--- src/hw/rtl/text_console_glyph_renderer_defines.svh ---
// ----------------------------------------------------------------------------
// Text console glyph renderer: assertion macros
// Concurrent assertion helpers used by the renderer's back end.
// ----------------------------------------------------------------------------
`ifndef TEXT_CONSOLE_GLYPH_RENDERER_DEFINES_SVH
`define TEXT_CONSOLE_GLYPH_RENDERER_DEFINES_SVH

`ifndef SYNTHESIS
`define TCGR_ASSERT(label, clk, rst_n, prop) \
  label: assert property (@(posedge clk) disable iff (!rst_n) prop) \
    else $error("tcgr assertion failed");
`define TCGR_ASSERT_NEVER(label, clk, rst_n, cond) \
  label: assert property (@(posedge clk) disable iff (!rst_n) !(cond)) \
    else $error("tcgr forbidden condition seen");
`else
`define TCGR_ASSERT(label, clk, rst_n, prop)
`define TCGR_ASSERT_NEVER(label, clk, rst_n, cond)
`endif

`endif

--- src/hw/rtl/tcgr_pkg.sv ---
// ----------------------------------------------------------------------------
// Text console glyph renderer package
// Shared field widths, character codes and the job word passed from the
// front end to the drawing back end.
// ----------------------------------------------------------------------------
`timescale 1ns / 1ps
`default_nettype none

package tcgr_pkg;

  localparam int X_W         = 10;
  localparam int Y_W         = 9;
  localparam int CODE_W      = 8;
  localparam int FADDR_W     = 11;
  localparam int FDATA_W     = 8;
  localparam int ROW_W       = 4;
  localparam int GLYPH_ROWS  = 16;
  localparam int TDATA_W     = 32;

  localparam int QUEUE_DEPTH = 4;
  localparam int QUEUE_AW    = 2;
  localparam int QUEUE_CW    = 3;

  localparam logic [CODE_W-1:0] CODE_FIRST   = 8'd32;
  localparam logic [CODE_W-1:0] CODE_LAST    = 8'd126;
  localparam logic [CODE_W-1:0] CODE_NEWLINE = 8'd10;

  localparam logic [X_W-1:0]   GLYPH_COLS = 10'd8;
  localparam logic [Y_W-1:0]   LINE_STEP  = 9'd16;
  localparam logic [ROW_W-1:0] ROW_LAST   = 4'd15;

  typedef enum logic {
    OP_LOAD  = 1'b0,
    OP_PRINT = 1'b1
  } op_t;

  // One unit of work for the back end: a font byte write or a glyph draw.
  typedef struct packed {
    op_t                kind;
    logic [CODE_W-1:0]  code;
    logic [FADDR_W-1:0] addr;
    logic [FDATA_W-1:0] data;
    logic [X_W-1:0]     x;
    logic [Y_W-1:0]     y;
  } job_t;

  typedef struct packed {
    logic valid;
    job_t job;
  } job_slot_t;

endpackage

`default_nettype wire

--- src/hw/rtl/tcgr_front.sv ---
// ----------------------------------------------------------------------------
// Text console glyph renderer: front end
// Accepts input words, tracks the text cursor and queues font writes and
// glyph draws for the back end.
// ----------------------------------------------------------------------------
`timescale 1ns / 1ps
`default_nettype none

module tcgr_front #(
  parameter int CONSOLE_WIDTH  = 640,
  parameter int CONSOLE_HEIGHT = 480
) (
  input  wire logic                  clk,
  input  wire logic                  rst_n,
  input  wire logic                  in_tvalid,
  output logic                       in_tready,
  // [7:0] char_code, [18:8] font_address, [26:19] font_data, rest zero
  input  wire logic [tcgr_pkg::TDATA_W-1:0] in_tdata,
  // [0] operation
  input  wire logic                  in_tuser,
  input  wire logic                  queue_full,
  output tcgr_pkg::job_slot_t        push
);
  import tcgr_pkg::*;

  localparam logic [X_W-1:0] WIDTH_X  = X_W'(CONSOLE_WIDTH);
  localparam logic [Y_W-1:0] HEIGHT_Y = Y_W'(CONSOLE_HEIGHT);

  logic [X_W-1:0] cursor_x_r, cursor_x_nxt;
  logic [Y_W-1:0] cursor_y_r, cursor_y_nxt;

  logic               accept;
  op_t                op;
  logic [CODE_W-1:0]  code;
  logic               wrap;
  logic [X_W-1:0]     draw_x;
  logic [Y_W-1:0]     draw_y;

  assign in_tready = !queue_full;
  assign accept    = in_tvalid && in_tready;
  assign op        = op_t'(in_tuser);
  assign code      = in_tdata[7:0];

  // A glyph at or past the right edge starts on the next text line.
  assign wrap   = cursor_x_r >= WIDTH_X;
  assign draw_x = wrap ? '0 : cursor_x_r;
  assign draw_y = wrap ? cursor_y_r + LINE_STEP : cursor_y_r;

  always_comb begin
    cursor_x_nxt   = cursor_x_r;
    cursor_y_nxt   = cursor_y_r;
    push.valid     = 1'b0;
    push.job.kind  = op;
    push.job.code  = code;
    push.job.addr  = in_tdata[18:8];
    push.job.data  = in_tdata[26:19];
    push.job.x     = draw_x;
    push.job.y     = draw_y;
    if (accept) begin
      case (op)
        OP_LOAD: begin
          // The font store covers the whole 11-bit address range only with FONT_DEPTH 2048.
          push.valid = 1'b1;
        end
        OP_PRINT: begin
          if (cursor_y_r < HEIGHT_Y) begin
            if (code inside {[CODE_FIRST:CODE_LAST]}) begin
              push.valid   = 1'b1;
              cursor_y_nxt = draw_y;
              cursor_x_nxt = (draw_x < WIDTH_X) ? draw_x + GLYPH_COLS : draw_x;
            end else if (code == CODE_NEWLINE) begin
              cursor_x_nxt = '0;
              cursor_y_nxt = cursor_y_r + LINE_STEP;
            end
          end
        end
        default: begin
          push.valid = 1'b0;
        end
      endcase
    end
  end

  always_ff @(posedge clk) begin
    if (!rst_n) begin
      cursor_x_r <= '0;
      cursor_y_r <= '0;
    end else begin
      cursor_x_r <= cursor_x_nxt;
      cursor_y_r <= cursor_y_nxt;
    end
  end

endmodule

`default_nettype wire

--- config.mk ---
export PLATFORM = sky130hd
export DESIGN_NAME = tcgr_front
export DESIGN_NICKNAME = d
export VERILOG_FILES = /design/src/hw/rtl/text_console_glyph_renderer_defines.svh /design/src/hw/rtl/tcgr_pkg.sv /design/src/hw/rtl/tcgr_front.sv
export SDC_FILE = /design/constraint.sdc
export NUM_CORES = 1
export LEC_CHECK = 0
export BUFFER_PORTS_ARGS = -buffer_cell sky130_fd_sc_hd__buf_2
export CAP_MARGIN = 5
export CORE_MARGIN = 1
export CORE_UTILIZATION = 38
export CTS_CLUSTER_DIAMETER = 120
export CTS_CLUSTER_SIZE = 40
export DETAILED_ROUTE_END_ITERATION = 12
export GPL_TIMING_DRIVEN = 0
export PLACE_DENSITY = 0.74
export SLEW_MARGIN = 10
export SYNTH_ARGS = -nofsm -noshare
export SYNTH_HDL_FRONTEND = slang
export SYNTH_SLANG_ARGS = --single-unit
--- constraint.sdc ---
create_clock -name clk -period 1.8 [get_ports clk]
set_clock_uncertainty 0.2 [all_clocks]
set_input_delay 0.18 -clock clk [delete_from_list [all_inputs] [get_ports clk]]
set_output_delay 0.18 -clock clk [all_outputs]
set_load 0.02 [all_outputs]
# == After elaboration in Yosys (flattened, before gate mapping) ==
# Cells that the tools add are included.
# W data, S select, Z words.
# totals
ff_bits,19
latchBits,0
ram_bits,0
romBits,0
mem_count,0
inputBits,37
# op_classes
magnitude_cmp,5
n_eq_ne,1
div_mod_pow,0
n_addsub,2
reduce_logical,5
n_mux,11
n_bitwise,1
multipliers,0
shifts,0
# op_table
cell,count
$mux W10,4
$mux W9,3
$add A10 B4 Y10 const B,1
$ge A10 B10 Y1 const B,1
$lt A10 B10 Y1 const B,1
$add A9 B5 Y9 const B,1
$lt A9 B9 Y1 const B,1
$eq A8 B4 Y1 const B,1
$ge A8 B6 Y1 const B,1
$le A8 B7 Y1 const B,1
$reduce_and A4 Y1,1
$mux W1,3
$logic_and A1 B1 Y1,2
$pmux W1 S2,1
$reduce_bool A2 Y1,1
$logic_not A1 Y1,1
$not A1 Y1,1

# == Depth between registers and ports, before layout ==
# Gate-level depths: netlist (run 1).
# depth
word_depth,6
ltp_mapped,9

# == Worst setup path after synthesis (run 1) ==
# No wires, ideal clock.
# synth_path
kind,register -> register
startpoint,register cursor_x_r[8]
endpoint,register cursor_x_r[7]
setup_time_ps,62
arrival_time_ps,1898
path_slack_ps,-361
required_ps,1538
period_less_slack_ps,2161
stages_incl_launch_ff,10
cell_sequence,dfxtp_1 > buf_2 > o21ai_1 > buf_2 > and2_1 > ha_1 > and3_1 > nand2_1 > or4_1 > nand3_1
# synth_rtl
element,line_no,source
start: declaration,tcgr_front.sv:29,"logic [X_W-1:0] cursor_x_r, cursor_x_nxt;"
start signal: assignment,tcgr_front.sv:89,cursor_x_r <= cursor_x_nxt;

# == Final worst setup path (run 1) ==
# layout_path
startpoint,register cursor_x_r[8]
endpoint,register cursor_x_r[7]
# layout_between
elab_chain_len,5
elab_cells_between_ends,6
# layout_rtl
element,line_no,source
$ge A10 B10 Y1,tcgr_front.sv:45,assign wrap = cursor_x_r >= WIDTH_X;
$mux W10 *,tcgr_front.sv:46,assign draw_x = wrap ? '0 : cursor_x_r;
$add A10 B4 Y10 / $lt A10 B10 Y1 (equally long branches),tcgr_front.sv:70,cursor_x_nxt = (draw_x < WIDTH_X) ? draw_x + GLYPH_COLS : draw_x;
$mux W10 *,tcgr_front.sv:70,
$mux W10 *,tcgr_front.sv:67,if (code inside {[CODE_FIRST:CODE_LAST]}) begin
# Mark *: on every way between the ends. The rest lies on a longest branch, timed or not.
# A chain may end at the register's enable or synchronous reset.

==> out/metrics.csv, run 1 <==
stage,metric,value,unit
route,viasPerCell,4.837,
placement,io_buffers,57,
yosys,ys_ff_latch,15,
setup_path,critPathSlowestCell,or4_1,
final_layout,fill_cells,301,
clocking,numCtsBuffers,3,
yosys,yosys_warnings,0,
global_routing,grt.overflow.total,0,
final_layout,diodes,0,
sta,slew_violations,0,
yosys,synth_top_area_frac,0.2339,
sta,finalHoldViolCount,0,
pwr,power,0.0007476,W
setup_path,crit_type,flop to flop,
route,drt-total-wl,3245,um
yosys,syn-cell-area,1284,um^2
sta,fmax,0.5231,GHz
route,drtAntennaViolNets,0,
pwr,power.internal,0.0005076,W
yosys,synth.most_common_cell,buf_4,
global_routing,grtUsageTotal,0.1807,
clocking,clkLatencyLatePin,300,ps
pwr,power_density,395.7,nW/um^2
die,rows,20,
yosys,synth_cell_type_count,40,
pwr,clkPwrFrac,0.276,
final_layout,drive_gt1_frac,0.5492,
clocking,clk_path_buf_depth,2,
pwr,p_sw,0.0002400,W
die,start_util,0.4104,
setup_path,start_kind,flop,
yosys,async_flop_share,0,
placement,routabilityCongestion,0.8033,
setup_path,worst_ep_required_time,1830,ps
yosys,yosysTopAreaCell,dfxtp_1,
pwr,power_switching_share,0.3210,
hold_path,hold_path.class,input pin to flop,
clocking,cts.sinks,15,
sta,setup_violations,3,
run_status,violations,setup timing,
die,die_area,3614,um^2
die,coreArea,3128,um^2
global_routing,grt_antenna_before_repair,0,
clocking,clk_pin_slew,90,ps
final_layout,final_nets,284,
pwr,peakVddDrop,0.2670,mV
global_routing,grt_max_degree,11,
yosys,synth_edf_count,0,
route,drcViolationCount,0,
yosys,synthFlopType,dfxtp_1,
yosys,synth_cells,165,
yosys,syn_avg_cell_area,7.780,um^2
global_routing,grt_pass1_vias,1198,
sta,finalSetupTns,-142.1,ps
yosys,synth_area_leaders,"dfxtp_1 23%, buf_4 19%, nand4_1 4.9%, nand3_1 4.7%, nand2_1 4.7%",
setup_path,worstPathCellList,o21ai_4 > buf_6 > and2_4 > ha_4 > and3_4 > nand2_2 > or4_1 > nand3_1,
sta,period_share,1.062,
clocking,htree_levels,1,
final_layout,area_delta_synth_final,47.17,%
setup_path,crit_family,simple AND/OR/NAND/NOR gates,
run_status,status,"complete, but fails checks",
clocking,cts_tree,built,
die,fp.dieW,60.12,um
global_routing,grt_pass1_wl,5002,um
setup_path,cp.depth,8,
die,die_h,60.12,um
route,drt-initial-drc-count,42,
yosys,yosysSeqAreaShare,0.2339,
setup_path,path_max_fanout,4,
setup_path,critPathBufInv,1,
flow_run,max_cap_viol_count,0,
placement,post-place-ws,-245.3,ps
pwr,p_leak,0.9136,nW
setup_path,critPathArrivalTime,1950,ps
hold_path,hold_depth,3,
setup_path,worstSetupEndpointType,flop,
setup_path,worstRegToRegCells,8,
placement,dp_hpwl,2336,um
route,drtPass1Iterations,4,
clocking,cts_root_buf,clkbuf_4,
route,post_drt_wl_per_cell,11.27,um
route,vias,1393,
yosys,ys_top_cells_by_count,"32 x buf_4, 16 x nand2_1, 15 x dfxtp_1",
pwr,seqPwrFrac,0.439,
pwr,combPwrFrac,0.284,
sta,worst_slack,-111.8,ps
die,io_pins,86,
setup_path,max_stage_delay,410,ps
sta,grt_setup_unrepaired,yes,
sta,min_period,1912,ps
[per-layer routing]
metal	GRT usage	part of all wire	vias up
li1	-	-	715
met5	0	0	-
met4	0.05316	0.0059	0
met3	0.05195	0.065	2
met1	0.2099	0.41	625
met2	0.3171	0.52	51
[layout by cell type (no fill, tap or decap), drive strengths merged, types with 4 or more instances in the layout]
cell,count
clkbuf,5
o2111ai,4
and2,8
or3,4
a21oi,5
buf,109
inv,4
nand3,12
nand4,10
conb,4
nor2,5
o211ai,6
dfxtp,15
nand2,16
[cell type report]
cell class | instances | area, um^2 | area share
Multi-Input combinational cell | 109 | 758.2 | 0.4013
Timing Repair Buffer | 73 | 417.9 | 0.2212
Sequential cell | 15 | 315.3 | 0.1669
Buffer | 39 | 300.3 | 0.1589
Tap cell | 44 | 55.05 | 0.02914
Clock buffer | 3 | 22.52 | 0.01192
Inverter | 4 | 15.01 | 0.007947
Clock inverter | 1 | 5.005 | 0.002649
[tightest hold or removal path: stages]
cell	delay [ps]
buf_2	110
inv_1	100
a21oi_1	120
[sequential cells by signal, indices dropped and copies added, names as in the netlist]
name and count:
cursor_x_r 10, cursor_y_r 5
[per-stage QoR]
stage / util / instance area [um^2] / cells / hold slack, ps
after floorplan: - / 1325 / 168 / 134.9
after global placement: 0.5324 / 1665 / 269 / 214.2
after detailed placement: 0.5324 / 1665 / 269 / 215.4
after CTS: 0.5668 / 1773 / 281 / 34.92
after global routing: 0.6040 / 1889 / 288 / 111.5
final: 0.6040 / 1889 / 288 / 55.23
[final timing paths]
kind	from	end	slack, ps
worst max-delay path	cursor_x_r[8]	cursor_x_r[7]	-110
worst min-delay path	rst_n	cursor_x_r[4]	60
worst min register to register	cursor_x_r[2]	cursor_x_r[2]	230
worst max register to register	cursor_x_r[8]	cursor_x_r[7]	-110
[kinds of logic (layout without fill, tap and decap cells)]
kind of cell / Yosys count / after routing / share of synthesized area
compound gates: 28 / 28 / 0.1667
xor+xnor: 5 / 5 / 0.03412
fa+ha+maj: 2 / 2 / 0.01949
buf+inv: 44 / 120 / 0.2329
flops: 15 / 15 / 0.2339
mux: 3 / 3 / 0.02339
other cells: 1 / 4 / 0.002921
simple gates: 67 / 67 / 0.2866
[power groups by stage]
stage	clock network, W	logic, W	registers, W
global placement	0	0.000201	0.000341
global route	0.000228	0.000229	0.000329
CTS	0.000216	0.000206	0.000330
finish	0.000207	0.000213	0.000328
detailed placement	0	0.000203	0.000341
floorplan	0	0.000144	0.000341
[repair_timing]
action,in CTS,in global routing
pin swaps,2,4
hold endpoints to repair,2,0
setup endpoints to repair,5,17
buffers inserted,8,7
hold buffers,1,0
resized for setup,8,21
(Power assumes the default switching activity.)
==> run 2, diff against run 1 <==
Settings changed: CORE_UTILIZATION 38 to 45, PLACE_DENSITY 0.74 to 0.82, SKIP_LAST_GASP from default to 1.
Clock period 1.8 ns to 2.2 ns, I/O delays scaled along.
==> out/metrics.csv, run 2 (synthesis results as in run 1) <==
stage,metric,value,unit
final_layout,largest_reg_flops,10,
global_routing,grt_max_degree,11,
global_routing,grtUsageTotal,0.1918,
setup_path,critPathBufInv,2,
setup_path,critPathArrivalTime,2140,ps
sta,worst_slack,95.85,ps
clocking,cts_hold_buffers,0,
setup_path,critical_path.startpoint,cursor_x_r[8],
route,drtAntennaViolNets,0,
clocking,clk_path_buf_depth,2,
global_routing,grt_antenna_before_repair,0,
hold_path,min_from,rst_n,
placement,routabilityCongestion,0.8377,
placement,io_buffers,57,
clocking,cts_root_buf,clkbuf_4,
global_routing,grt_pass1_vias,1124,
placement,post-place-ws,-52.12,ps
final_layout,fill_cells,260,
die,fp.dieW,55.41,um
sta,grt_setup_unrepaired,no,
setup_path,crit_type,flop to flop,
route,drt-total-wl,3006,um
final_layout,final_common_cell,buf_2,
final_layout,top_regs,"cursor_x_r: 10 flops, cursor_y_r: 5 flops",
flow_run,max_cap_viol_count,0,
final_layout,diodes,0,
setup_path,worstPathCellList,buf_2 > o21ai_2 > buf_4 > and2_1 > ha_2 > and3_4 > nand2_1 > or4_1 > nand3_1,
final_layout,final_nets,271,
pwr,p_leak,0.8337,nW
clocking,clkLatencyLatePin,290,ps
global_routing,grt.overflow.total,0,
pwr,power_density,359.6,nW/um^2
sta,slew_violations,0,
sta,fmax,0.4753,GHz
final_layout,regMostFlops,cursor_x_r,
run_status,status,finished clean,
sta,finalHoldViolCount,0,
route,vias,1366,
global_routing,grt_pass1_wl,4830,um
clocking,numCtsBuffers,3,
clocking,cts.sinks,15,
setup_path,path_max_fanout,9,
setup_path,worst_ep_required_time,2230,ps
clocking,clk_pin_slew,100,ps
die,start_util,0.4696,
die,io_pins,86,
final_layout,layout_common_cells,"61 x buf_2, 35 x buf_4, 16 x nand2_1",
die,coreArea,2734,um^2
setup_path,max_stage_delay,390,ps
sta,min_period,2104,ps
route,drtPass1Iterations,4,
route,drcViolationCount,0,
die,die_area,3070,um^2
setup_path,crit_family,simple AND/OR/NAND/NOR gates,
setup_path,worstSetupEndpointType,flop,
setup_path,worstReg2RegStart,cursor_x_r[8],
route,post_drt_wl_per_cell,11.47,um
sta,period_share,0.9564,
route,drt-initial-drc-count,25,
sta,finalSetupTns,0,ps
hold_path,hold_path.class,input pin to flop,
die,rows,19,
clocking,cts_tree,built,
setup_path,critPathSlowestCell,or4_1,
sta,setup_violations,0,
clocking,htree_levels,1,
route,viasPerCell,5.214,
final_layout,area_delta_synth_final,30.51,%
setup_path,start_kind,flop,
placement,dp_hpwl,2328,um
final_layout,drive_gt1_frac,0.4719,
die,die_h,55.41,um
pwr,peakVddDrop,0.4342,mV
-- run 2: cell types whose count changed in the layout (fill, tap and decap cells not counted), sizes merged --
cell / previous run / this run
buf: 109 / 97
dlygate4sd3: 1 / 0
-- run 2: area by class of cell --
cell class / instances / area, um^2 / area share
multi-input cells: 109 / 706.9 / 0.4220
flip-flops and latches: 15 / 300.3 / 0.1792
repair buffers: 59 / 300.3 / 0.1792
plain buffers: 40 / 286.5 / 0.1710
well taps: 31 / 38.79 / 0.02315
clock buffers: 3 / 22.52 / 0.01344
inverters: 4 / 15.01 / 0.008962
clock inverters: 1 / 5.005 / 0.002987
-- run 2: timing repair --
action / CTS / global route
pin swaps: 0 / 0
setup endpoints to repair: 1 / 1
gates resized for setup: 1 / 3
buffers inserted: 2 / 0
hold endpoints to repair: 0 / 0
-- run 2: power breakdown --
group	switching, W	internal (W)	total, W
Clock	0.0000962	0.0000676	0.000164
Combinational	0.0000921	0.0000740	0.000166
Sequential	0.000000568	0.000272	0.000272
-- run 2: worst reg2reg max path: cells and delay by family (launching register included) --
family                     cells  cell delay, ps
and+or+nand+nor                5             900
buffers and inverters          2             300
DFF                            1             300
adders and majority gates      1             220
AOI/OAI and AO/OA              1             140
-- run 2: layer usage --
| metal | GRT usage | wire length, um | up-vias |
|---|---|---|---|
| met5 | 0 | 0 | - |
| met4 | 0.02857 | 0 | 0 |
| met3 | 0.05152 | 139 | 0 |
| met2 | 0.3270 | 1538 | 38 |
| met1 | 0.2471 | 1328 | 636 |
| li1 | - | - | 692 |
-- run 2: metrics by stage --
stage	util	cells	total power [W]	hold WS [ps]	area, um^2
after floorplan	-	168	0.0003961	174.9	1295
after global placement	0.5922	256	0.0004424	213.2	1619
after detailed placement	0.5922	256	0.0004444	218.1	1619
after CTS	0.6087	262	0.0006060	16.61	1664
after global routing	0.6128	262	0.0006363	4.956	1675
final	0.6128	262	0.0006025	17.68	1675
-- run 2: worst paths after layout --
check / to / slack (ps) / depth (start not counted)
min: cursor_y_r[8] / 20 / 3
max: cursor_x_r[7] / 100 / 9
max reg2reg: cursor_x_r[7] / 100 / 9
min reg2reg: cursor_x_r[2] / 230 / 2
==> run 3, diff against run 2 <==
Settings changed: SETUP_SLACK_MARGIN from default to 0.15.
==> out/metrics.csv, run 3 (synthesis results as in run 1) <==
stage,metric,value,unit
run_status,status,finished clean,
global_routing,grt_pass1_vias,1103,
sta,fmax,0.4958,GHz
die,die_area,3070,um^2
sta,setup_violations,0,
route,drcViolationCount,0,
route,post_drt_wl_per_cell,11.94,um
sta,slew_violations,0,
setup_path,critPathBufInv,2,
sta,period_share,0.9168,
final_layout,area_delta_synth_final,33.53,%
setup_path,worst_ep_required_time,2240,ps
pwr,power_density,355.5,nW/um^2
final_layout,layout_common_cells,"59 x buf_2, 37 x buf_4, 16 x nand2_1",
die,io_pins,86,
setup_path,path_max_fanout,8,
hold_path,hold_path.class,input pin to flop,
final_layout,seq_area,304.0,um^2
die,start_util,0.4696,
global_routing,grt_antenna_before_repair,0,
sta,finalHoldViolCount,0,
clocking,numCtsBuffers,3,
clocking,cts.sinks,15,
die,fp.dieW,55.41,um
final_layout,top_regs,"cursor_x_r: 10 flops, cursor_y_r: 5 flops",
setup_path,crit_family,simple AND/OR/NAND/NOR gates,
flow_run,max_cap_viol_count,0,
die,die_h,55.41,um
global_routing,grtUsageTotal,0.1986,
clocking,clk_path_buf_depth,2,
placement,routabilityCongestion,0.8071,
placement,io_buffers,57,
pwr,peakVddDrop,0.3735,mV
setup_path,worstPathCellList,buf_6 > o21ai_2 > buf_4 > and2_4 > ha_4 > and3_4 > nand2_1 > or4_1 > nand3_1,
clocking,htree_levels,1,
final_layout,largest_reg_flops,10,
setup_path,max_stage_delay,390,ps
pwr,p_leak,0.8401,nW
final_layout,final_common_cell,buf_2,
global_routing,grt_max_degree,11,
final_layout,regMostFlops,cursor_x_r,
route,drtPass1Iterations,4,
global_routing,grt.overflow.total,0,
final_layout,fill_cells,268,
route,viasPerCell,5.152,
final_layout,final_nets,272,
setup_path,critPathSlowestCell,or4_1,
sta,worst_slack,183.0,ps
sta,min_period,2017,ps
setup_path,start_kind,flop,
die,coreArea,2734,um^2
clocking,clk_pin_slew,100,ps
die,rows,19,
clocking,cts_hold_buffers,0,
sta,grt_setup_unrepaired,no,
placement,dp_hpwl,2265,um
route,drt-total-wl,3139,um
clocking,cts_root_buf,clkbuf_4,
clocking,cts_tree,built,
final_layout,drive_gt1_frac,0.4914,
final_layout,multi_input_area,726.9,um^2
setup_path,worstSetupEndpointType,flop,
route,drt-initial-drc-count,43,
sta,finalSetupTns,0,ps
route,vias,1355,
final_layout,diodes,0,
placement,post-place-ws,72.41,ps
clocking,clkLatencyLatePin,300,ps
global_routing,grt_pass1_wl,4933,um
setup_path,crit_type,flop to flop,
route,drtAntennaViolNets,0,
setup_path,critPathArrivalTime,2060,ps
==> run 3: tightest hold or removal path, stage by stage <==
cell and delay [ps]:
buf_2 130, nand2b_1 70, mux2i_1 60
==> run 3: final timing paths <==
path	from	end	slack, ps	depth (start not counted)
worst min-delay path	rst_n	cursor_y_r[4]	20	3
worst max register to register	cursor_x_r[8]	cursor_x_r[7]	180	9
worst max-delay path	cursor_x_r[8]	cursor_x_r[7]	180	9
worst min register to register	cursor_x_r[1]	cursor_x_r[1]	230	2
==> run 3: through the flow <==
stage / cells / utilization / hold slack, ps / total power (W) / instance area [um^2]
after floorplan: 168 / - / 174.9 / 0.0003961 / 1300
after global placement: 256 / 0.5941 / 214.0 / 0.0004429 / 1624
after detailed placement: 256 / 0.5941 / 216.7 / 0.0004446 / 1624
after CTS: 262 / 0.6133 / 13.91 / 0.0006139 / 1677
after global routing: 263 / 0.6270 / 32.92 / 0.0006388 / 1714
final: 263 / 0.6270 / 17.44 / 0.0006093 / 1714
==> run 3: area by class of cell <==
type                            instances  share of cell area
Timing Repair Buffer                   60              0.1810
Buffer                                 40              0.1708
Sequential cell                        15              0.1774
Multi-Input combinational cell        109              0.4241
Tap cell                               31             0.02263
Inverter                                4            0.008759
Clock buffer                            4             0.01533
==> run 3: per-layer routing <==
layer  global-route usage  routed length [um]  part of all wire  vias up
met3              0.04918                 166             0.053        4
li1                     -                   -                 -      690
met5                    0                   0                 0        -
met4              0.06786                  25            0.0080        0
met2               0.3184                1522              0.48       47
met1               0.2599                1425              0.45      614
==> run 3: power breakdown <==
part	switching [W]	internal [W]
Clock	0.0000999	0.0000708
Combinational	0.0000921	0.0000741
Sequential	0.000000590	0.000272
Total	0.000193	0.000417
==> run 3: what timing repair did <==
action	4_1_cts	5_1_grt
setup endpoints to repair	1	2
endpoints found under the hold margin	0	0
pin swaps	0	1
resized for setup	4	8
setup buffers	2	1
