File: src/hw/rtl/text_console_glyph_renderer_defines.svh
// ----------------------------------------------------------------------------
// Text console glyph renderer: assertion macros
// Concurrent assertion helpers used by the renderer's back end.
// ----------------------------------------------------------------------------
`ifndef TEXT_CONSOLE_GLYPH_RENDERER_DEFINES_SVH
`define TEXT_CONSOLE_GLYPH_RENDERER_DEFINES_SVH

`ifndef SYNTHESIS
`define TCGR_ASSERT(label, clk, rst_n, prop) \
  label: assert property (@(posedge clk) disable iff (!rst_n) prop) \
    else $error("tcgr assertion failed");
`define TCGR_ASSERT_NEVER(label, clk, rst_n, cond) \
  label: assert property (@(posedge clk) disable iff (!rst_n) !(cond)) \
    else $error("tcgr forbidden condition seen");
`else
`define TCGR_ASSERT(label, clk, rst_n, prop)
`define TCGR_ASSERT_NEVER(label, clk, rst_n, cond)
`endif

`endif

File: src/hw/rtl/tcgr_pkg.sv
// ----------------------------------------------------------------------------
// Text console glyph renderer package
// Shared field widths, character codes and the job word passed from the
// front end to the drawing back end.
// ----------------------------------------------------------------------------
`timescale 1ns / 1ps
`default_nettype none

package tcgr_pkg;

  localparam int X_W         = 10;
  localparam int Y_W         = 9;
  localparam int CODE_W      = 8;
  localparam int FADDR_W     = 11;
  localparam int FDATA_W     = 8;
  localparam int ROW_W       = 4;
  localparam int GLYPH_ROWS  = 16;
  localparam int TDATA_W     = 32;

  localparam int QUEUE_DEPTH = 4;
  localparam int QUEUE_AW    = 2;
  localparam int QUEUE_CW    = 3;

  localparam logic [CODE_W-1:0] CODE_FIRST   = 8'd32;
  localparam logic [CODE_W-1:0] CODE_LAST    = 8'd126;
  localparam logic [CODE_W-1:0] CODE_NEWLINE = 8'd10;

  localparam logic [X_W-1:0]   GLYPH_COLS = 10'd8;
  localparam logic [Y_W-1:0]   LINE_STEP  = 9'd16;
  localparam logic [ROW_W-1:0] ROW_LAST   = 4'd15;

  typedef enum logic {
    OP_LOAD  = 1'b0,
    OP_PRINT = 1'b1
  } op_t;

  // One unit of work for the back end: a font byte write or a glyph draw.
  typedef struct packed {
    op_t                kind;
    logic [CODE_W-1:0]  code;
    logic [FADDR_W-1:0] addr;
    logic [FDATA_W-1:0] data;
    logic [X_W-1:0]     x;
    logic [Y_W-1:0]     y;
  } job_t;

  typedef struct packed {
    logic valid;
    job_t job;
  } job_slot_t;

endpackage

`default_nettype wire

File: src/hw/rtl/tcgr_queue.sv
// ----------------------------------------------------------------------------
// Text console glyph renderer: job queue
// Short first-in first-out queue between the front end and the back end.
// ----------------------------------------------------------------------------
`timescale 1ns / 1ps
`default_nettype none

module tcgr_queue (
  input  wire logic                 clk,
  input  wire logic                 rst_n,
  input  wire tcgr_pkg::job_slot_t  push,
  output logic                      full,
  output tcgr_pkg::job_slot_t       head,
  input  wire logic                 pop
);
  import tcgr_pkg::*;

  job_t                entry_r [QUEUE_DEPTH];
  logic [QUEUE_AW-1:0] wr_ptr_r, wr_ptr_nxt;
  logic [QUEUE_AW-1:0] rd_ptr_r, rd_ptr_nxt;
  logic [QUEUE_CW-1:0] count_r, count_nxt;
  logic                do_push;
  logic                do_pop;

  assign full       = count_r == QUEUE_CW'(QUEUE_DEPTH);
  assign head.valid = count_r != '0;
  assign head.job   = entry_r[rd_ptr_r];

  assign do_push = push.valid && !full;
  assign do_pop  = pop && head.valid;

  always_comb begin
    wr_ptr_nxt = do_push ? wr_ptr_r + 1'b1 : wr_ptr_r;
    rd_ptr_nxt = do_pop  ? rd_ptr_r + 1'b1 : rd_ptr_r;
    count_nxt  = count_r;
    if (do_push && !do_pop) begin
      count_nxt = count_r + 1'b1;
    end else if (do_pop && !do_push) begin
      count_nxt = count_r - 1'b1;
    end
  end

  always_ff @(posedge clk) begin
    if (!rst_n) begin
      wr_ptr_r <= '0;
      rd_ptr_r <= '0;
      count_r  <= '0;
    end else begin
      wr_ptr_r <= wr_ptr_nxt;
      rd_ptr_r <= rd_ptr_nxt;
      count_r  <= count_nxt;
    end
  end

  always_ff @(posedge clk) begin
    if (do_push) begin
      entry_r[wr_ptr_r] <= push.job;
    end
  end

endmodule

`default_nettype wire

File: config.mk
export PLATFORM = sky130hd
export DESIGN_NAME = tcgr_queue
export DESIGN_NICKNAME = d
export VERILOG_FILES = /design/src/hw/rtl/text_console_glyph_renderer_defines.svh /design/src/hw/rtl/tcgr_pkg.sv /design/src/hw/rtl/tcgr_queue.sv
export SDC_FILE = /design/constraint.sdc
export NUM_CORES = 1
export LEC_CHECK = 0
export BUFFER_PORTS_ARGS = -buffer_cell sky130_fd_sc_hd__buf_2
export CAP_MARGIN = 0
export CORE_AREA = 2 2 123 113
export DETAILED_ROUTE_END_ITERATION = 10
export DIE_AREA = 0 0 125 115
export PLACE_DENSITY = 0.78
export SLEW_MARGIN = 20
export SYNTH_ARGS = -nofsm -noshare
export SYNTH_HDL_FRONTEND = slang
export SYNTH_SLANG_ARGS = --single-unit
File: constraint.sdc
create_clock -name clk -period 2.7 [get_ports clk]
set_input_delay 0.54 -clock clk [delete_from_list [all_inputs] [get_ports clk]]
set_output_delay 0.54 -clock clk [all_outputs]
set_load 0.02 [all_outputs]
[After elaboration in Yosys (flattened, before gate mapping)]
Memory sizes are Yosys's and may differ from the RTL's. A register that Yosys moved wholly into a read port is not among the register bits.
Index checks and enable logic that the tools add are counted.
W data, S select, Z words.
Word-level totals
  register bits after elaboration: 7
  memory bits (writable): 188
  input bits: 51
  word-level logic and storage cells: 24
  memories kept: 1
Memories
  entry_r: words 4, bits a word 47, read ports 1, clocked after memory_dff 1, wr ports 1, RTL line tcgr_queue.sv:18  | job_t entry_r [QUEUE_DEPTH];
Operators by class
  add/subtract/negate cells: 4
  equal/unequal tests: 1
  muxes and demuxes: 6
  reduce and logical (&&, ||, !) cells: 9
Operator list (number)
  $mux W3: 2
  $add A2 B1 Y2 const B: 2
  $logic_and A1 B1 Y1: 4
  $mux W2: 2
  $add A3 B1 Y3 const B: 1
  $eq A3 B3 Y1 const B: 1
  $logic_not A1 Y1: 3
  $reduce_bool A3 Y1: 1
  $sub A3 B1 Y3 const B: 1
  $mux W1: 2
  $reduce_bool A2 Y1: 1

[Depth between registers and ports, before layout]
Gate-level depths: netlist of the first run.
  depth in word-level cells: 7
  gate-level depth with buffers: 9

[Worst setup path after synthesis of the first run]
No wires, ideal clock.
  kind: register to register
  start point: register count_r[0]
  end point: memory entry_r[0][0] (netlist bit), enable pin
  setup time: 0.409 ns
  arrival time: 1.996 ns
  data required time: 2.291 ns
  path slack: 0.295 ns
  cell stages (with the launch flop): 5
  buffers on the path: 1
  clock period less this slack: 2.405 ns
  cell sequence: dfxtp_1 -> nor3b_2 -> nor2b_1 -> buf_2 -> and2_1
Between the ends
  cells in the longest elaborated chain, start to end: 5
Ends and longest elaborated chain
  start: declaration: RTL line tcgr_queue.sv:21  | logic [QUEUE_CW-1:0] count_r, count_nxt;
  start signal: assignment: RTL line tcgr_queue.sv:51  | count_r <= count_nxt;
  $eq A3 B3 Y1: RTL line tcgr_queue.sv:25  | assign full = count_r == QUEUE_CW'(QUEUE_DEPTH);
  net full: RTL line tcgr_queue.sv:12  | output logic full,
  $logic_not A1 Y1: RTL line tcgr_queue.sv:29  | assign do_push = push.valid && !full;
  $logic_and A1 B1 Y1: RTL line tcgr_queue.sv:29
  net do_push: RTL line tcgr_queue.sv:22  | logic do_push;
  $mux W1: RTL line tcgr_queue.sv:56  | if (do_push) begin
  $mux W1 (not written as such): RTL line tcgr_queue.sv:57  | entry_r[wr_ptr_r] <= push.job;
  end: declaration: RTL line tcgr_queue.sv:18
The timed path passes the listed nets, and every way through them passes these cells.

==> results of run 1 <==
report_power, final:
| part | total (mW) | leakage (nW) | internal [mW] | switching (mW) |
|---|---|---|---|---|
| registers | 3.86 | 1.80 | 3.71 | 0.144 |
| clock network | 2.45 | 0.286 | 1.38 | 1.08 |
| logic | 2.16 | 0.854 | 0.968 | 1.19 |
| total | 8.46 | 2.94 | 6.06 | 2.41 |
placed cells by master (no fill, tap or decap), drive strengths merged, types with 2 or more instances in the layout:
cell type  instances
ha                 5
mux4              47
dfxtp              9
inv                5
nand2              4
clkinv             9
clkbuf            18
bufinv             2
xnor2              3
buf              112
nor2b              2
mux2i              3
or3                2
and2               8
edfxtp           188
per-layer routing:
layer,wire length [um],share of wire [%]
met4,97,0.79
met5,13,0.11
met2,6140,50
met1,5210,42
met3,807,6.6
logic make-up (layout without fill, tap and decap cells):
kind of cell / Yosys count / after routing / share of synthesized area [%]
flip-flops: 197 / 197 / 79.9
AND/OR/NAND/NOR: 17 / 17 / 1.41
XOR/XNOR: 4 / 4 / 0.481
buffers and inverters: 15 / 147 / 1.68
multiplexers: 50 / 50 / 14.9
adder cells (fa/ha/maj): 6 / 6 / 1.13
AO/OA/AOI/OAI: 4 / 4 / 0.463
per-stage QoR:
stage	cells	utilization, %
after floorplan	293	-
final	593	65.7
after CTS	593	65.7
after global placement	561	61.2
after global routing	593	65.7
after detailed placement	561	61.2
worst paths after layout:
kind	cells after the start	start	slack, ps	end
max	3	flip-flop	250	head[7]
min	1	push[27]	330	entry_r[3][27]$_DFFE_PP_
max reg2reg	7	count_r[1]$_SDFFE_PN0P_	590	count_r[2]$_SDFFE_PN0P_
min reg2reg	2	wr_ptr_r[0]$_SDFFE_PN0P_	530	wr_ptr_r[0]$_SDFFE_PN0P_
sequential cells by signal, summed over array words and instances (netlist names), named ones only:
name and count:
count_r 3, rd_ptr_r 2, wr_ptr_r 2, entry_r 188
synth_stat cells:
master                     instances
sky130_fd_sc_hd__nor2b_1           2
sky130_fd_sc_hd__mux4_2           47
sky130_fd_sc_hd__buf_2             5
sky130_fd_sc_hd__xnor2_1           3
sky130_fd_sc_hd__o21ai_0           1
sky130_fd_sc_hd__xor2_1            1
sky130_fd_sc_hd__o31ai_2           1
sky130_fd_sc_hd__nor3b_2           1
sky130_fd_sc_hd__clkbuf_1          2
sky130_fd_sc_hd__and2_1            8
sky130_fd_sc_hd__mux2i_1           3
sky130_fd_sc_hd__a21boi_0          1
sky130_fd_sc_hd__inv_1             3
sky130_fd_sc_hd__nand2_1           4
sky130_fd_sc_hd__fa_1              1
sky130_fd_sc_hd__edfxtp_1        188
sky130_fd_sc_hd__o311ai_1          1
sky130_fd_sc_hd__buf_4             1
sky130_fd_sc_hd__buf_6             1
sky130_fd_sc_hd__dfxtp_1           9
sky130_fd_sc_hd__or3_1             2
sky130_fd_sc_hd__ha_1              5
sky130_fd_sc_hd__buf_12            3
layout make-up:
class                           count  area share (%)
Timing Repair Buffer              112            7.32
Clock buffer                       18            4.98
Inverter                            3           0.131
Clock inverter                     14            1.80
Sequential cell                   197            67.7
Multi-Input combinational cell     81            15.6
Tap cell                          168            2.44
==> metrics.md, run 1 <==
| Metric | Value |
|---|---|
| Post-Place Worst Slack | 565 ps |
| Max_cap viols | 0 |
| Total negative slack for setup checks | 0 ps |
| Vert. Die Dim | ~120 um |
| Standard-cell row count | 40 |
| Critical path endpoint category | output pin |
| GP Congestion | 0.692 |
| Seq/Total Area, Yosys | 79.9% |
| Met1 routing resource usage after global routing | 23.8% |
| Synthesis warning total | 0 |
| Total area of multi-input combinational cells | 1350 um2 |
| Remaining max-slew budget at the tightest pin | around 73% |
| Leading post-synthesis cells by cell area | sky130_fd_sc_hd__edfxtp_1, sky130_fd_sc_hd__mux4_2, sky130_fd_sc_hd__dfxtp_1 |
| Core region area | 13100 um2 |
| Final count of pins violating max slew | 0 |
| Path class of the lowest-slack min-delay path | input pin to flip-flop |
| Maximum fanout encountered on the critical timing path | 23 |
| Min Clock Period, post-route | 2450 ps |
| Initial cell density of the core | 55.6% |
| Io pins | 100 |
| Mapped cell area | 7290 um2 |
| Setup violation total in the final timing report | 0 |
| Remaining antenna violation count | 0 |
| Total via count after detailed routing | 3344 |
| Final WS setup | approximately 250 ps |
| Count of cells resized by post-cts repair | 0 |
| Total power divided by cell area | around 980 nW/um2 |
| Post-synth top area cell | sky130_fd_sc_hd__edfxtp_1 |
| Worst-case vdd ir drop | around 0.61 mV |
| Post-route fraction of the period consumed by the critical path | between 90% and 100% |
| Register area | 5830 um2 |
| TritonCTS Buffers | 17 |
| Delay contributed by the slowest stage of the critical path | 550 ps |
| Post-CTS setup-driven buffer insertion count | 0 |
| Flops & latches, synth | 197 |
| Net count after synthesis | 350 |
| Met3 Track Usage GR | 6.28% |
| Post-synthesis area per instance | 24.9 um2 |
| DRC violation count after routing | 0 |
| Number of violations reported at the end of detailed-routing iteration 0 | ~280 |
| Clock tree root buffer cell | sky130_fd_sc_hd__clkbuf_16 |
| Number of hold-repair buffers added at the cts stage | 0 |
| Fmax | 407 MHz |
| Outcome | complete, no violations |
| Maximum clock path buffer count | 2 |
| Arrival time at the worst endpoint | 1910 ps |
| Top-area cell type share of the netlist area | 77.4% |
| Sink Count | approximately 200 |
| Total cell area at the placement stage | ~8000 um2 |
| Global-route usage over all layers | a little under a fifth |
| Number of diodes added for antenna fixing | 0 |
| Total routed wirelength | 12300 um |
| Critical Path Start Type | flip-flop |
| Final Hold Viols | 0 |
| Maximum number of pins on one net before global-route repair | 29 |
| Family of cells with the greatest summed delay on the critical path | multiplexers |
| Clock tree from TritonCTS | done |
| First-pass DRT Iterations | 6 |
| Number of filler cells placed in the layout | 894 |
| Slew at the pin closest to its max-slew limit | 407 ps |
| DIE AREA | around 14000 um2 |
| RSZ-0062 raised after global routing | false |
| Hold slack final | 328 ps |
| Skew final | between 8 and 9 ps |
| Layout overhead on the synthesized area | 18.2% |
| Share of layout cells above drive strength 1 | 46.6% |
| Final net count | 469 |
| Initial antenna violation count | 1 |
| Global-route wire length before repair | 19100 um |
| HPWL after detailed placement | 7800 um |
| WP data required | 2160 ps |
| Post-Syn Instances | a little under 300 |
| Latest clock arrival within the worst-skew pair | 430 ps |
| Input/output buffers | 99 |
| Worst path bufs/invs | 2 |
| Die X | 125 um |
| Critical path class | flip-flop to output pin |
| Aggregate global routing overflow | 0 |
| Via count of the first global-routing pass | about 3500 |
| Average detailed-routed wire length per instance | roughly 21 um |
| Number of different library cells in the post-synthesis netlist | 23 |
| Met2 capacity usage during global routing | between 20% and 30% |
| Clock-pin slew on the worst setup and hold paths | 70 ps |
| Total number of H-tree levels | 4 |
| Final std cell area, no fill | 8610 um2 |
| Total power draw | 8.46 mW |
| Series of cell instances along the critical path | buf_12, mux4_2, buf_2 |
| GRT Max-Usage Layer | met2 |
| Lkg Pwr | 2.94 nW |
| Master of the slowest instance on the critical path | sky130_fd_sc_hd__mux4_2 |
| Drt via density | 5.64 |
No activity file was read; power rests on OpenSTA's default activity.
==> inputs of run 2 (changes only) <==
--- a/config.mk
+++ b/config.mk
@@ -7,9 +7,9 @@
 export LEC_CHECK = 0
 export BUFFER_PORTS_ARGS = -buffer_cell sky130_fd_sc_hd__buf_2
 export CAP_MARGIN = 0
-export CORE_AREA = 2 2 123 113
+export CORE_AREA = 2 2 117 119
 export DETAILED_ROUTE_END_ITERATION = 10
-export DIE_AREA = 0 0 125 115
+export DIE_AREA = 0 0 119 121
 export PLACE_DENSITY = 0.78
 export SLEW_MARGIN = 20
 export SYNTH_ARGS = -nofsm -noshare
==> metrics.md, run 2 (synthesis gave the netlist of run 1 again) <==
| Metric | Value |
|---|---|
| Worst-case vdd ir drop | 0.541 mV |
| Final net count | 464 |
| Largest registers | entry_r (188), count_r (3) |
| Final Hold Viols | 0 |
| Latest clock arrival within the worst-skew pair | 420 ps |
| Max_cap viols | 0 |
| Series of cell instances along the critical path | buf_12, mux4_2, buf_2 |
| Via count of the first global-routing pass | about 3500 |
| Remaining antenna violation count | 0 |
| Master of the slowest instance on the critical path | sky130_fd_sc_hd__dfxtp_4 |
| Vert. Die Dim | between 100 and 150 um |
| Final std cell area, no fill | 8560 um2 |
| Standard-cell row count | 42 |
| Share of layout cells above drive strength 1 | 45.0% |
| Post-Place Worst Slack | 514 ps |
| Final standard cell utilization of the core | between 60% and 70% |
| Clock tree root buffer cell | sky130_fd_sc_hd__clkbuf_16 |
| Total negative slack for setup checks | 0 ps |
| Clock-pin slew on the worst setup and hold paths | roughly 60 ps |
| DIE AREA | around 14000 um2 |
| Most common cell after layout, fill and taps aside | sky130_fd_sc_hd__edfxtp_1 |
| Critical path endpoint category | output pin |
| GRT Max-Usage Layer | met2 |
| First-pass DRT Iterations | 4 |
| Lkg Pwr | 2.88 nW |
| Clock tree from TritonCTS | done |
| Post-CTS setup-driven buffer insertion count | 0 |
| Met2 capacity usage during global routing | between 30 and 40% |
| Number of filler cells placed in the layout | ~870 |
| Maximum clock path buffer count | 2 |
| Delay contributed by the slowest stage of the critical path | about 610 ps |
| Fmax | 389 MHz |
| Remaining max-slew budget at the tightest pin | 72.7% |
| Met1 routing resource usage after global routing | 22.4% |
| Number of hold-repair buffers added at the cts stage | 0 |
| Critical Path Start Type | flip-flop |
| Arrival time at the worst endpoint | 2030 ps |
| Post-route fraction of the period consumed by the critical path | 95.2% |
| Die X | 119 um |
| Number of violations reported at the end of detailed-routing iteration 0 | 328 |
| Global-route wire length before repair | roughly 19000 um |
| Total via count after detailed routing | 3314 |
| HPWL after detailed placement | 7320 um |
| TritonCTS Buffers | 17 |
| Initial cell density of the core | 55.7% |
| Average detailed-routed wire length per instance | between 20 and 25 um |
| Path class of the lowest-slack min-delay path | input pin to flip-flop |
| Total power divided by cell area | ~950 nW/um2 |
| Worst setup slack for register-to-register paths | 560 ps |
| WP data required | 2160 ps |
| Maximum fanout encountered on the critical timing path | 19 |
| GP Congestion | 0.712 |
| Max reg flops | 188 |
| Slew at the pin closest to its max-slew limit | roughly 410 ps |
| Capture point of the worst path | head[24] |
| Total area of multi-input combinational cells | 1350 um2 |
| Setup violation total in the final timing report | 0 |
| Initial antenna violation count | 2 |
| Sink Count | between 150 and 200 |
| Io pins | 100 |
| Skew final | 5.76 ps |
| Core region area | between 10000 and 15000 um2 |
| Count of cells resized by post-cts repair | 0 |
| Register area | about 6000 um2 |
| Layout overhead on the synthesized area | 17.4% |
| Min Clock Period, post-route | 2570 ps |
| RSZ-0062 raised after global routing | false |
| Biggest register | entry_r |
| Final WS setup | around 130 ps |
| Crit Reg-Reg Endpoint | count_r[2]$_SDFFE_PN0P_ |
| Critical path class | flip-flop to output pin |
| Aggregate global routing overflow | 0 |
| Maximum number of pins on one net before global-route repair | 48 |
| Total routed wirelength | 12200 um |
| DRC violation count after routing | 0 |
| Total number of H-tree levels | 4 |
| Most frequent cells in the layout | sky130_fd_sc_hd__edfxtp_1, sky130_fd_sc_hd__buf_2, sky130_fd_sc_hd__mux4_2 |
| Input/output buffers | between 90 and 100 |
| Global-route usage over all layers | 18.4% |
| Final count of pins violating max slew | 0 |
| Total cell area at the placement stage | 8050 um2 |
| Reg2Reg Depth | 7 |
| Critical R2R Launch | count_r[1]$_SDFFE_PN0P_ |
| Drt via density | 5.55 |
| Outcome | complete, no violations |
| Met3 Track Usage GR | 6.16% |
run 2: cell count changes in the layout (fill, tap and decap cells not counted), sizes merged:
cell and change:
buf -5, bufinv -2, clkbuf +2, clkinvlp +2, inv -2, diode +1
run 2: cell type report:
class / instances / share of cell area [%]
repair buffers: 107 / 7.52
well taps: 176 / 2.57
inverters: 3 / 0.132
clock inverters: 12 / 0.760
flip-flops and latches: 197 / 68.1
diodes: 1 / 0.0292
multi-input cells: 81 / 15.7
clock buffers: 20 / 5.10
run 2: worst max-delay path, delay by kind of cell (launching register included):
family	cells	cell delay [ps]
mux	1	550
flops	1	610
buf+inv	2	430
run 2: report_power, final:
| part | switching, mW | total, mW | internal, mW |
|---|---|---|---|
| sequential | 0.181 | 3.90 | 3.72 |
| clock | 0.994 | 2.15 | 1.16 |
| combinational | 1.15 | 2.12 | 0.969 |
| total | 2.33 | 8.17 | 5.84 |
run 2: metrics by stage:
step | instances | hold WS (ps) | power, mW
after floorplan | 293 | 468 | 5.48
after global placement | 564 | 482 | 6.07
after detailed placement | 564 | 499 | 6.12
after CTS | 596 | 311 | 8.27
after global routing | 597 | 312 | 8.54
final | 597 | 333 | 8.17
run 2: how the worst min path moves through the flow:
stage                                         from  cells after the start                  endpoint
final                                     push[37]                      1  entry_r[1][37]$_DFFE_PP_
after global routing                       push[3]                      1   entry_r[2][3]$_DFFE_PP_
after CTS                                 push[37]                      1  entry_r[1][37]$_DFFE_PP_
after detailed placement  wr_ptr_r[1]$_SDFFE_PN0P_                      2  wr_ptr_r[1]$_SDFFE_PN0P_
after global placement    wr_ptr_r[1]$_SDFFE_PN0P_                      2  wr_ptr_r[1]$_SDFFE_PN0P_
after floorplan           wr_ptr_r[1]$_SDFFE_PN0P_                      2  wr_ptr_r[1]$_SDFFE_PN0P_
run 2: layer usage:
layer  wire length, um  share of wire, %
met1              4720                39
met2              6490                53
met3               742               6.1
met4               196               1.6
met5                11             0.090
==> inputs of run 3 (changes only) <==
--- a/config.mk
+++ b/config.mk
@@ -10,6 +10,7 @@
 export CORE_AREA = 2 2 117 119
 export DETAILED_ROUTE_END_ITERATION = 10
 export DIE_AREA = 0 0 119 121
+export GPL_ROUTABILITY_DRIVEN = 0
 export PLACE_DENSITY = 0.78
 export SLEW_MARGIN = 20
 export SYNTH_ARGS = -nofsm -noshare
==> constraint.sdc (replaced) <==
create_clock -name clk -period 2.4 [get_ports clk]
set_input_delay 0.48 -clock clk [delete_from_list [all_inputs] [get_ports clk]]
set_output_delay 0.48 -clock clk [all_outputs]
set_load 0.02 [all_outputs]
==> metrics.md, run 3 (synthesis gave the netlist of run 1 again) <==
| Metric | Value |
|---|---|
| Number of violations reported at the end of detailed-routing iteration 0 | 250 |
| Die X | 119 um |
| Min Clock Period, post-route | 2260 ps |
| Clock tree from TritonCTS | done |
| Latest clock arrival within the worst-skew pair | 430 ps |
| Worst-case vdd ir drop | 0.706 mV |
| Count of cells resized by post-cts repair | 0 |
| Part of the power in the clock network | 28.1% |
| Max reg flops | 188 |
| Clock-pin slew on the worst setup and hold paths | 70 ps |
| Initial cell density of the core | 55.7% |
| Skew final | 9.49 ps |
| Number of hold-repair buffers added at the cts stage | 0 |
| Initial antenna violation count | 3 |
| Clock tree root buffer cell | sky130_fd_sc_hd__clkbuf_16 |
| DRC violation count after routing | 0 |
| Internal power summed over all cells | 6.79 mW |
| Switching Power | 2.71 mW |
| Family of cells with the greatest summed delay on the critical path | multiplexers |
| Layout overhead on the synthesized area | 19.6% |
| Arrival time at the worst endpoint | 1780 ps |
| Final Hold Viols | 0 |
| Total power divided by cell area | between 1000 and 1500 nW/um2 |
| First-pass DRT Iterations | 4 |
| Delay contributed by the slowest stage of the critical path | 540 ps |
| Share of layout cells above drive strength 1 | a little under half |
| Lkg Pwr | 2.95 nW |
| Largest registers | entry_r (188), count_r (3) |
| Total negative slack for setup checks | 0 ps |
| Total number of H-tree levels | 4 |
| Final count of pins violating max slew | 0 |
| Critical path class | flip-flop to output pin |
| WP data required | 1920 ps |
| Net switching share of the total power | 28.5% |
| Final net count | 472 |
| Remaining antenna violation count | 0 |
| TritonCTS Buffers | 17 |
| Total via count after detailed routing | 3317 |
| Sequential fraction of design power | 45.4% |
| Global-route usage over all layers | 17.9% |
| Path class of the lowest-slack min-delay path | input pin to flip-flop |
| Average detailed-routed wire length per instance | 20.0 um |
| Remaining max-slew budget at the tightest pin | 68.9% |
| Critical path endpoint category | output pin |
| Critical Path Start Type | flip-flop |
| Slew at the pin closest to its max-slew limit | 467 ps |
| Most frequent cells in the layout | sky130_fd_sc_hd__edfxtp_1, sky130_fd_sc_hd__buf_2, sky130_fd_sc_hd__mux4_2 |
| Maximum number of pins on one net before global-route repair | 32 |
| Total routed wirelength | 12100 um |
| HPWL after detailed placement | 7510 um |
| Master of the slowest instance on the critical path | sky130_fd_sc_hd__mux4_2 |
| Hold slack final | approximately 270 ps |
| Io pins | 100 |
| RSZ-0062 raised after global routing | false |
| Outcome | complete, no violations |
| Post-route fraction of the period consumed by the critical path | 94.1% |
| Global-route wire length before repair | 18700 um |
| Part of the total power dissipated in combinational logic | 26.6% |
| Aggregate global routing overflow | 0 |
| Worst path bufs/invs | 2 |
| Via count of the first global-routing pass | roughly 3500 |
| Maximum clock path buffer count | 2 |
| Max_cap viols | 0 |
| Final WS setup | 142 ps |
| Sink Count | 197 |
| Input/output buffers | 99 |
| Most common cell after layout, fill and taps aside | sky130_fd_sc_hd__edfxtp_1 |
| Setup violation total in the final timing report | 0 |
| Fmax | approximately 440 MHz |
| Series of cell instances along the critical path | buf_12, mux4_2, buf_2 |
| Drt via density | between 5 and 6 |
| Maximum fanout encountered on the critical timing path | 20 |
| Biggest register | entry_r |
| Vert. Die Dim | 121 um |
| Core region area | ~13000 um2 |
| Standard-cell row count | 42 |
| Post-Place Worst Slack | 243 ps |
| DIE AREA | between 10000 and 15000 um2 |
[run 3: changes by cell type in the layout (fill, tap and decap cells not counted), sizes merged]
| cell | previous run | this run |
|---|---|---|
| inv | 3 | 7 |
| clkbuf | 20 | 18 |
| buf | 107 | 115 |
| clkinv | 9 | 4 |
| diode | 1 | 2 |
| bufinv | 0 | 1 |
| clkinvlp | 3 | 5 |
[run 3: final timing paths]
| path | startpoint | endpoint | slack (ps) | cells after the start |
|---|---|---|---|---|
| max | flip-flop | head[11] | 140 | 3 |
| min | push[26] | entry_r[0][26]$_DFFE_PP_ | 270 | 1 |
| max reg2reg | count_r[0]$_SDFFE_PN0P_ | count_r[2]$_SDFFE_PN0P_ | 250 | 8 |
| min reg2reg | wr_ptr_r[1]$_SDFFE_PN0P_ | wr_ptr_r[1]$_SDFFE_PN0P_ | 510 | 2 |
[run 3: area by class of cell]
class                           count  area, um2
Timing Repair Buffer              115        741
Clock inverter                     14        126
Clock buffer                       18        439
Inverter                            3       11.3
Fill cell                         862       4360
Multi-Input combinational cell     81       1350
Sequential cell                   197       5830
Tap cell                          176        220
Antenna cell                        2       5.00
[run 3: power groups by stage]
| stage | combinational, mW | clock (mW) | sequential, mW |
|---|---|---|---|
| 2_1_floorplan | 1.83 | 0 | 4.33 |
| 6_report | 2.52 | 2.67 | 4.31 |
| 3_3_place_gp | 2.46 | 0 | 4.40 |
| 5_1_grt | 2.71 | 2.86 | 4.34 |
| 3_5_place_dp | 2.49 | 0 | 4.43 |
| 4_1_cts | 2.57 | 2.73 | 4.32 |
[run 3: what timing repair did]
| action | CTS | global route |
|---|---|---|
| setup buffers | 3 | 0 |
| endpoints found under the setup margin | 36 | 0 |
| endpoints found under the hold margin | 0 | 0 |
[run 3: through the flow]
| step | instances | power (mW) | area, um2 | utilization [%] |
|---|---|---|---|---|
| final | 606 | 9.50 | 8720 | 66.6 |
| after global routing | 605 | 9.92 | 8720 | 66.6 |
| after CTS | 604 | 9.62 | 8720 | 66.6 |
| after detailed placement | 569 | 6.92 | 8130 | 62.1 |
| after global placement | 569 | 6.86 | 8130 | 62.1 |
| after floorplan | 293 | 6.16 | 7300 | - |
[run 3: routing by layer]
metal / wire length [um] / GRT usage (%) / share of wire (%) / up-vias
li1: - / - / - / 1481
met1: 5050 / 21.7 / 42 / 1729
met2: 6260 / 30.0 / 52 / 92
met3: 630 / 5.69 / 5.2 / 15
met4: 198 / 7.37 / 1.6 / 0
met5: 0 / 0 / 0 / -
